### src/rtl/sswt_pkg.sv
`default_nettype none

package sswt_pkg;

    // Upper 12 bits of the four sync words.
    localparam logic [11:0] SW1_TOP = 12'hE24;
    localparam logic [11:0] SW2_TOP = 12'h1DA;
    localparam logic [11:0] SW3_TOP = 12'hE25;
    localparam logic [11:0] SW4_TOP = 12'h1DB;

    // Word numbers; a pair state carries the number of its first word.
    localparam logic [2:0] WORD_NONE = 3'd0;
    localparam logic [2:0] WORD_1    = 3'd1;
    localparam logic [2:0] WORD_2    = 3'd2;
    localparam logic [2:0] WORD_3    = 3'd3;
    localparam logic [2:0] WORD_4    = 3'd4;

    // Tracker states.
    localparam logic [2:0] TRK_IDLE = 3'd0;
    localparam logic [2:0] TRK_P12  = 3'd1;
    localparam logic [2:0] TRK_P23  = 3'd2;
    localparam logic [2:0] TRK_P34  = 3'd3;
    localparam logic [2:0] TRK_P41  = 3'd4;

    localparam logic [16:0] SUBFRAME_BITS_RST = 17'd3072;

    // Commands from the sequencer to the stamp store.
    typedef struct packed {
        logic wr_en;
        logic scan_start;
    } sswt_scan_ctrl_t;

    // Scan result back to the sequencer.
    typedef struct packed {
        logic done;
        logic hit;
    } sswt_scan_stat_t;

    // Map the window top to a word number, word 1 first.
    function automatic logic [2:0] word_of(input logic [11:0] top);
        logic [2:0] w;
        begin
            w = WORD_NONE;
            if (top == SW1_TOP)
            begin
                w = WORD_1;
            end
            else if (top == SW2_TOP)
            begin
                w = WORD_2;
            end
            else if (top == SW3_TOP)
            begin
                w = WORD_3;
            end
            else if (top == SW4_TOP)
            begin
                w = WORD_4;
            end
            return w;
        end
    endfunction

endpackage

`default_nettype wire

### src/rtl/subframe_sync_word_tracker_unit.sv
// Subframe sync word tracker. Each input item is one received bit: the top 12
// bits of the receive window and the bit counter. The tracker follows the sync
// word sequence 1-2-3-4-1 and returns one item of four pair flags per input
// item. An item passes the decide state, the scan state if a stamp search is
// needed, and the done state. A search runs when the second word of the current
// pair arrives: the stored stamps (at most STAMP_DEPTH) are read from the stamp
// memory one per cycle through a single subtract and compare. in_stall is high
// while an item is in work; a finished result waits in the output register and
// does not block the next item from being taken. The user writes subframe_bits
// through cfg_write/cfg_data while the block is idle, which it does not enforce.
`default_nettype none

module subframe_sync_word_tracker_unit #(
    parameter int STAMP_DEPTH = 128
) (
    input  wire logic        clk,
    input  wire logic        rst_n,
    input  wire logic        cfg_write,
    input  wire logic [16:0] cfg_data,
    input  wire logic        in_valid,
    output logic             in_stall,
    input  wire logic [11:0] window_top,
    input  wire logic [31:0] bit_count,
    output logic             out_valid,
    input  wire logic        out_stall,
    output logic [3:0]       pair_flags
);

    localparam int AW = $clog2(STAMP_DEPTH);
    localparam logic [AW:0] DEPTH_CNT = (AW + 1)'(STAMP_DEPTH);

    localparam logic [2:0] S_IDLE   = 3'd0;
    localparam logic [2:0] S_DECIDE = 3'd1;
    localparam logic [2:0] S_SCAN   = 3'd2;
    localparam logic [2:0] S_DONE   = 3'd3;

    logic [2:0]  state_reg, state_next;
    logic [16:0] sub_reg, sub_next;
    logic [2:0]  track_reg, track_next;
    logic [AW:0] count_reg, count_next;
    logic [31:0] last_reg, last_next;
    logic [3:0]  flags_reg, flags_next;
    logic [2:0]  word_reg, word_next;
    logic [31:0] cnt_reg, cnt_next;
    logic        out_valid_reg, out_valid_next;
    logic [3:0]  out_flags_reg, out_flags_next;

    sswt_pkg::sswt_scan_ctrl_t scan_ctrl;
    sswt_pkg::sswt_scan_stat_t scan_stat;
    logic [AW-1:0] wr_addr;
    logic [2:0]    second;
    logic          has_room;
    logic [31:0]   loss_diff;
    logic          lost;
    logic [3:0]    flags_final;
    logic          out_free;

    sswt_stamp_scan #(
        .STAMP_DEPTH(STAMP_DEPTH),
        .AW(AW)
    ) u_scan (
        .clk(clk),
        .rst_n(rst_n),
        .ctrl(scan_ctrl),
        .wr_addr(wr_addr),
        .wr_data(cnt_reg),
        .stamp_count(count_reg),
        .cur_count(cnt_reg),
        .subframe_bits(sub_reg),
        .stat(scan_stat)
    );

    // Second word of the current pair, and the loss test.
    assign second      = (track_reg == sswt_pkg::TRK_P41) ? sswt_pkg::WORD_1
                                                          : track_reg + 3'd1;
    assign has_room    = (count_reg < DEPTH_CNT);
    assign loss_diff   = cnt_reg - last_reg;
    assign lost        = (loss_diff > {15'd0, sub_reg});
    assign flags_final = lost ? 4'd0 : flags_reg;
    assign out_free    = !out_valid_reg || !out_stall;

    assign in_stall   = (state_reg != S_IDLE);
    assign out_valid  = out_valid_reg;
    assign pair_flags = out_flags_reg;

    // Sequencer.
    always_comb
    begin
        state_next     = state_reg;
        sub_next       = sub_reg;
        track_next     = track_reg;
        count_next     = count_reg;
        last_next      = last_reg;
        flags_next     = flags_reg;
        word_next      = word_reg;
        cnt_next       = cnt_reg;
        out_valid_next = out_valid_reg;
        out_flags_next = out_flags_reg;
        scan_ctrl      = '0;
        wr_addr        = count_reg[AW-1:0];

        if (out_valid_reg && !out_stall)
        begin
            out_valid_next = 1'b0;
        end

        // Configuration write.
        if (cfg_write)
        begin
            sub_next = cfg_data;
        end

        case (state_reg)
            S_IDLE:
            begin
                if (in_valid)
                begin
                    word_next  = sswt_pkg::word_of(window_top);
                    cnt_next   = bit_count;
                    state_next = S_DECIDE;
                end
            end
            S_DECIDE:
            begin
                state_next = S_DONE;
                if (track_reg == sswt_pkg::TRK_IDLE)
                begin
                    if (word_reg != sswt_pkg::WORD_NONE)
                    begin
                        scan_ctrl.wr_en = has_room;
                        if (has_room)
                        begin
                            count_next = count_reg + (AW + 1)'(1);
                        end
                        track_next = word_reg;
                    end
                end
                else if (track_reg <= sswt_pkg::TRK_P41)
                begin
                    if (word_reg == track_reg)
                    begin
                        scan_ctrl.wr_en = has_room;
                        if (has_room)
                        begin
                            count_next = count_reg + (AW + 1)'(1);
                        end
                    end
                    else if (word_reg == second)
                    begin
                        scan_ctrl.scan_start = 1'b1;
                        state_next           = S_SCAN;
                    end
                end
                else
                begin
                    track_next = sswt_pkg::TRK_IDLE;
                end
            end
            S_SCAN:
            begin
                if (scan_stat.done)
                begin
                    state_next = S_DONE;
                    if (scan_stat.hit)
                    begin
                        // Confirmed: restart the store with this stamp.
                        scan_ctrl.wr_en = 1'b1;
                        wr_addr         = '0;
                        count_next      = (AW + 1)'(1);
                        last_next       = cnt_reg;
                        flags_next      = flags_reg | (4'd1 << (track_reg - 3'd1));
                        track_next      = second;
                    end
                end
            end
            S_DONE:
            begin
                if (out_free)
                begin
                    flags_next     = flags_final;
                    out_flags_next = flags_final;
                    out_valid_next = 1'b1;
                    state_next     = S_IDLE;
                end
            end
            default:
            begin
                state_next = S_IDLE;
            end
        endcase
    end

    always_ff @(posedge clk or negedge rst_n)
    begin
        if (!rst_n)
        begin
            state_reg     <= S_IDLE;
            sub_reg       <= sswt_pkg::SUBFRAME_BITS_RST;
            track_reg     <= sswt_pkg::TRK_IDLE;
            count_reg     <= '0;
            last_reg      <= '0;
            flags_reg     <= '0;
            out_valid_reg <= 1'b0;
        end
        else
        begin
            state_reg     <= state_next;
            sub_reg       <= sub_next;
            track_reg     <= track_next;
            count_reg     <= count_next;
            last_reg      <= last_next;
            flags_reg     <= flags_next;
            out_valid_reg <= out_valid_next;
        end
    end

    // Item payload registers.
    always_ff @(posedge clk)
    begin
        word_reg      <= word_next;
        cnt_reg       <= cnt_next;
        out_flags_reg <= out_flags_next;
    end

endmodule

`default_nettype wire

### src/rtl/sswt_stamp_scan.sv
`default_nettype none

module sswt_stamp_scan #(
    parameter int STAMP_DEPTH = 128,
    parameter int AW = $clog2(STAMP_DEPTH)
) (
    input  wire logic                    clk,
    input  wire logic                    rst_n,
    input  wire sswt_pkg::sswt_scan_ctrl_t ctrl,
    input  wire logic [AW-1:0]           wr_addr,
    input  wire logic [31:0]             wr_data,
    input  wire logic [AW:0]             stamp_count,
    input  wire logic [31:0]             cur_count,
    input  wire logic [16:0]             subframe_bits,
    output sswt_pkg::sswt_scan_stat_t    stat
);

    logic [31:0]   mem [STAMP_DEPTH];
    logic [31:0]   rd_data_reg;
    logic          rd_en;
    logic [AW-1:0] rd_addr;

    logic          active_reg, active_next;
    logic          pend_reg, pend_next;
    logic [AW:0]   idx_reg, idx_next;

    logic [31:0]   diff;
    logic          match;
    logic          more;

    // Stamp memory: one write port, one registered read port.
    always_ff @(posedge clk)
    begin
        if (ctrl.wr_en)
        begin
            mem[wr_addr] <= wr_data;
        end
        if (rd_en)
        begin
            rd_data_reg <= mem[rd_addr];
        end
    end

    // The shared compare: one stored stamp per cycle.
    assign diff  = cur_count - rd_data_reg;
    assign match = (diff == {15'd0, subframe_bits});
    assign more  = (idx_reg < stamp_count);

    always_comb
    begin
        active_next = active_reg;
        pend_next   = 1'b0;
        idx_next    = idx_reg;
        rd_en       = 1'b0;
        rd_addr     = idx_reg[AW-1:0];
        stat.done   = 1'b0;
        stat.hit    = 1'b0;
        if (ctrl.scan_start)
        begin
            active_next = 1'b1;
            idx_next    = '0;
        end
        else if (active_reg)
        begin
            if (pend_reg && match)
            begin
                stat.done   = 1'b1;
                stat.hit    = 1'b1;
                active_next = 1'b0;
            end
            else if (!pend_reg && !more)
            begin
                stat.done   = 1'b1;
                active_next = 1'b0;
            end
            else if (more)
            begin
                rd_en     = 1'b1;
                pend_next = 1'b1;
                idx_next  = idx_reg + (AW + 1)'(1);
            end
        end
    end

    always_ff @(posedge clk or negedge rst_n)
    begin
        if (!rst_n)
        begin
            active_reg <= 1'b0;
            pend_reg   <= 1'b0;
            idx_reg    <= '0;
        end
        else
        begin
            active_reg <= active_next;
            pend_reg   <= pend_next;
            idx_reg    <= idx_next;
        end
    end

endmodule

`default_nettype wire

### config.mk
export PLATFORM = sky130hd
export DESIGN_NAME = subframe_sync_word_tracker_unit
export DESIGN_NICKNAME = d
export VERILOG_FILES = /design/src/rtl/sswt_pkg.sv /design/src/rtl/subframe_sync_word_tracker_unit.sv /design/src/rtl/sswt_stamp_scan.sv
export SDC_FILE = /design/constraint.sdc
export NUM_CORES = 2
export LEC_CHECK = 0
export BUFFER_PORTS_ARGS = -buffer_cell sky130_fd_sc_hd__buf_2
export CAP_MARGIN = 20
export CORE_MARGIN = 10
export CORE_UTILIZATION = 50
export DETAILED_ROUTE_END_ITERATION = 10
export GPL_ROUTABILITY_DRIVEN = 0
export PLACE_DENSITY = 0.65
export SLEW_MARGIN = 20
export SYNTH_ARGS = -nofsm -noshare
export SYNTH_HDL_FRONTEND = slang
export SYNTH_SLANG_ARGS = --single-unit
export TNS_END_PERCENT = 20
### constraint.sdc
create_clock -name clk -period 8.43 [get_ports clk]
set_clock_uncertainty 0.15 [all_clocks]
set_input_delay 0.843 -clock clk [delete_from_list [all_inputs] [get_ports clk]]
set_output_delay 0.843 -clock clk [all_outputs]
set_load 0.005 [all_outputs]
==> impl_metrics.py <==
metrics = {
    "clock_network": {
        "clk_pin_slew_ns": 0.06,
        "cts_tree": "done",
        "ctsResizeCount": 0,
        "max-clock-path-buffers": 4,
        "cts-buffers-inserted": 418,
        "insertion_delay_ns": 0.99,
        "holdBufCountCts": 39,
        "setup_fix_buffers_added_after_clock_tree_synthesis": 0,
        "clkSinkCount": 4244,
        "cts.root.buffer_cell": "clkbuf_16",
        "cts_max_level": 5,
    },
    "grt": {
        "grt_start_max_net_pins": 130,
        "number_of_antenna_violations_at_the_first_check_in_global_routing": 42,
        "grt_util_all_layers_pct": 23.9,
        "grt_pass1_vias": 79000,
        "grt_pass1_wl_um": 612000,
        "globalRouteOverflowTotal": 0,
    },
    "worst_setup_path": {
        "worst-path-buf-inv": 2,
        "worst_setup_path_start_kind": "flip-flop",
        "worst_setup_path_category": "reg -> reg",
        "worst_ep_arrival_time_ns": 7.45,
        "timing.critical_path.mode_cell": "buf_4",
        "critical-path-slowest-cell": "nor2_4",
        "critical_path.cell_chain": "ha_1, nand4_1, a21oi_1, o21ai_1, a311oi_1, nor2_1, a211oi_1, a211o_1, nor4_4, nand3_1, buf_4, nand4_4, nor2_4, buf_4",
        "cp.required_ns": 8.94,
        "critPathCaptureType": "flip-flop",
        "timing.critical_path.max_delay_family": "simple AND/OR/NAND/NOR gates",
        "path_max_fanout": 40,
        "cpPeakStageDelay_ns": 1.14,
    },
    "sta": {
        "timing.fmax_ghz": 0.144,
        "fin_hold_ws_ns": 0.0500,
        "final.period_utilization_pct": 82.4,
        "max_slew_margin_pct": 11.3,
        "setup-violations-final": 0,
        "worst-slew-pin-transition_ns": 1.32,
        "finalMaxSlewViolations": 0,
        "setup_tns_final_ns": 0,
        "rsz_0062_raised_after_global_routing": "false",
        "post-route-min-period_ns": 6.94,
        "timing.final.ws_setup_ns": 1.49,
        "final_hold_viol_count": 0,
    },
    "placement": {
        "io_buffer_count": 71,
        "placed_area_um2": 174000,
        "dpl_hpwl_um": 253000,
        "preCtsSetupSlack_ns": 1.62,
    },
    "die": {
        "core-area_um2": 331000,
        "design.portCount": 72,
        "chipHeight_um": 597,
        "placement_rows": 211,
        "start_util_pct": 50.2,
        "dieArea_um2": 356000,
        "chipWidth_um": 597,
    },
    "detailed_routing": {
        "drt-initial-drc-count": 12400,
        "route.detailed.drc": 0,
        "detail_route.first_pass.iterations": 6,
        "avgRoutedWirePerCell_um": 34.9,
        "detail_route.vias_per_cell": 6.50,
        "finalWirelength_um": 430000,
        "routed-via-count": 80000,
        "postRouteAntennaNets": 0,
    },
    "power_and_ir_drop": {
        "total_power_uw": 61000,
        "power.leakage_uw": 0.0583,
        "power.ir.vdd_worst_mv": 0.287,
        "cellPowerDensity_nw_per_um2": 325,
    },
    "synthesis": {
        "netlist_area_um2": 166000,
        "synth_fp_nets": 7349,
        "syn_area_per_cell_um2": 23.2,
        "synth_flop_cell": "edfxtp_1",
        "synth-seq-area-share_pct": 76.4,
        "yosys_warnings": 0,
        "post_synth_num_cell_types": 80,
        "number_of_storage_elements_in_the_synthesis_netlist": 4244,
        "number_of_enable_type_register_cells_in_the_synthesized_netlist": 4167,
        "syn_inst_count": 7179,
        "postSynth.asyncResetShare_pct": 1.81,
    },
    "final_layout": {
        "largest-register": "u_scan.mem",
        "final_design_area_no_fill_um2": 188000,
        "filler_cell_count": 23400,
        "final_net_count": 7761,
        "largest_register_ff_count": 4096,
        "syn_to_final_growth_pct": 13.1,
        "post_route_cells_drive_above_1_share_pct": 30.7,
    },
    "flow_run": {
        "drv.max_cap_violation_count": 0,
    },
    "run_status": {
        "run_status": "finished clean",
    },
    "min_path": {
        "holdCritPathClass": "in -> reg",
    },
}
-- final timing paths --
path / from / slack (ns) / to / cells past startpoint
hold reg to reg: last_reg[5] / 0.32 / last_reg[5] / 2
setup reg to reg: cnt_reg[5] / 1.49 / u_scan.mem[111][19] / 14
setup / recovery: cnt_reg[5] / 1.49 / u_scan.mem[111][19] / 14
hold / removal: bit_count[18] / 0.05 / cnt_reg[18] / 1
min in group asynchronous: rst_n / 0.35 / flags_reg[2] / 2
max in group asynchronous: rst_n / 7.11 / u_scan.idx_reg[0] / 2
-- cells in the final DEF, fill, tap and decap left out, types with 9 or more instances in the layout --
cell type and count:
inv_6 11, o21ai_0 72, buf_2 70, o21a_1 14, nor2_4 123, xnor2_1 39
clkbuf_1 90, a211oi_1 20, mux2_2 38, a21o_1 16, clkinv_1 83, clkinv_2 81
buf_12 33, a21oi_1 94, nand4_1 31, clkinvlp_4 14, dlygate4sd3_1 40, mux4_2 1344
o211ai_1 11, diode_2 12, inv_1 119, and2_1 14, or3_1 11, buf_4 196
ha_1 102, dfrtp_1 68, bufinv_16 43, edfxtp_1 4167, xor2_1 25, nor2_1 72
nand3_1 37, nand2_1 200, nand2b_1 10, clkbuf_16 424, and3_1 11, buf_16 9
nor3_1 20, nor4_1 9, nor2b_1 9
-- stage by stage --
step | utilization, % | cells
floorplan | - | 7179
global placement | 52.5 | 11500
detailed placement | 52.6 | 11500
CTS | 56.8 | 12300
global route | 56.8 | 12300
finish | 56.8 | 12300
-- logic make-up (layout without fill, tap and decap cells) --
logic type,Yosys count,after routing,share of synthesized area (%)
other cells,0,12,0
mux,1389,1389,18.5
simple gates,589,589,1.63
flops,4244,4244,76.4
buf+inv,476,1234,1.10
xor+xnor,64,64,0.337
compound gates,313,313,1.20
fa+ha+maj,104,104,0.792
-- cell usage after synthesis, types with 38 or more instances --
cell      number  area share [%]
inv_1        119            0.27
mux4_2      1344              18
nor2_1       195            0.44
nand2_1      200            0.45
dfrtp_1       75             1.1
edfxtp_1    4167              75
xnor2_1       39            0.21
ha_1         102            0.77
mux2_2        38            0.26
a21oi_1       94            0.28
clkbuf_1     257            0.58
buf_1         77            0.17
o21ai_0       72            0.22
-- final cells by class --
class                           count  area [um2]  share of cell area, %
Inverter                          119         447                  0.238
Timing Repair Buffer              349        3140                   1.67
Antenna cell                       12        30.0                 0.0160
Tap cell                         4366        5460                   2.91
Sequential cell                  4244      127000                   67.6
Clock buffer                      516       11000                   5.84
Multi-Input combinational cell   2459       38300                   20.4
Clock inverter                    250        2530                   1.35
-- layer usage --
layer | routed length [um] | vias up | global-route usage (%)
li1 | - | 31500 | -
met1 | 173000 | 43100 | 36.2
met2 | 195000 | 4729 | 35.5
met3 | 47700 | 671 | 5.25
met4 | 14300 | 12 | 6.87
met5 | 67 | - | 0
-- power breakdown --
group	leakage, uW	internal, uW	switching (uW)
clock	0.00659	10600	7870
combinational	0.0132	7560	10500
sequential	0.0384	24100	382
total	0.0583	42200	18800
No activity file was read; power rests on OpenSTA's default activity.
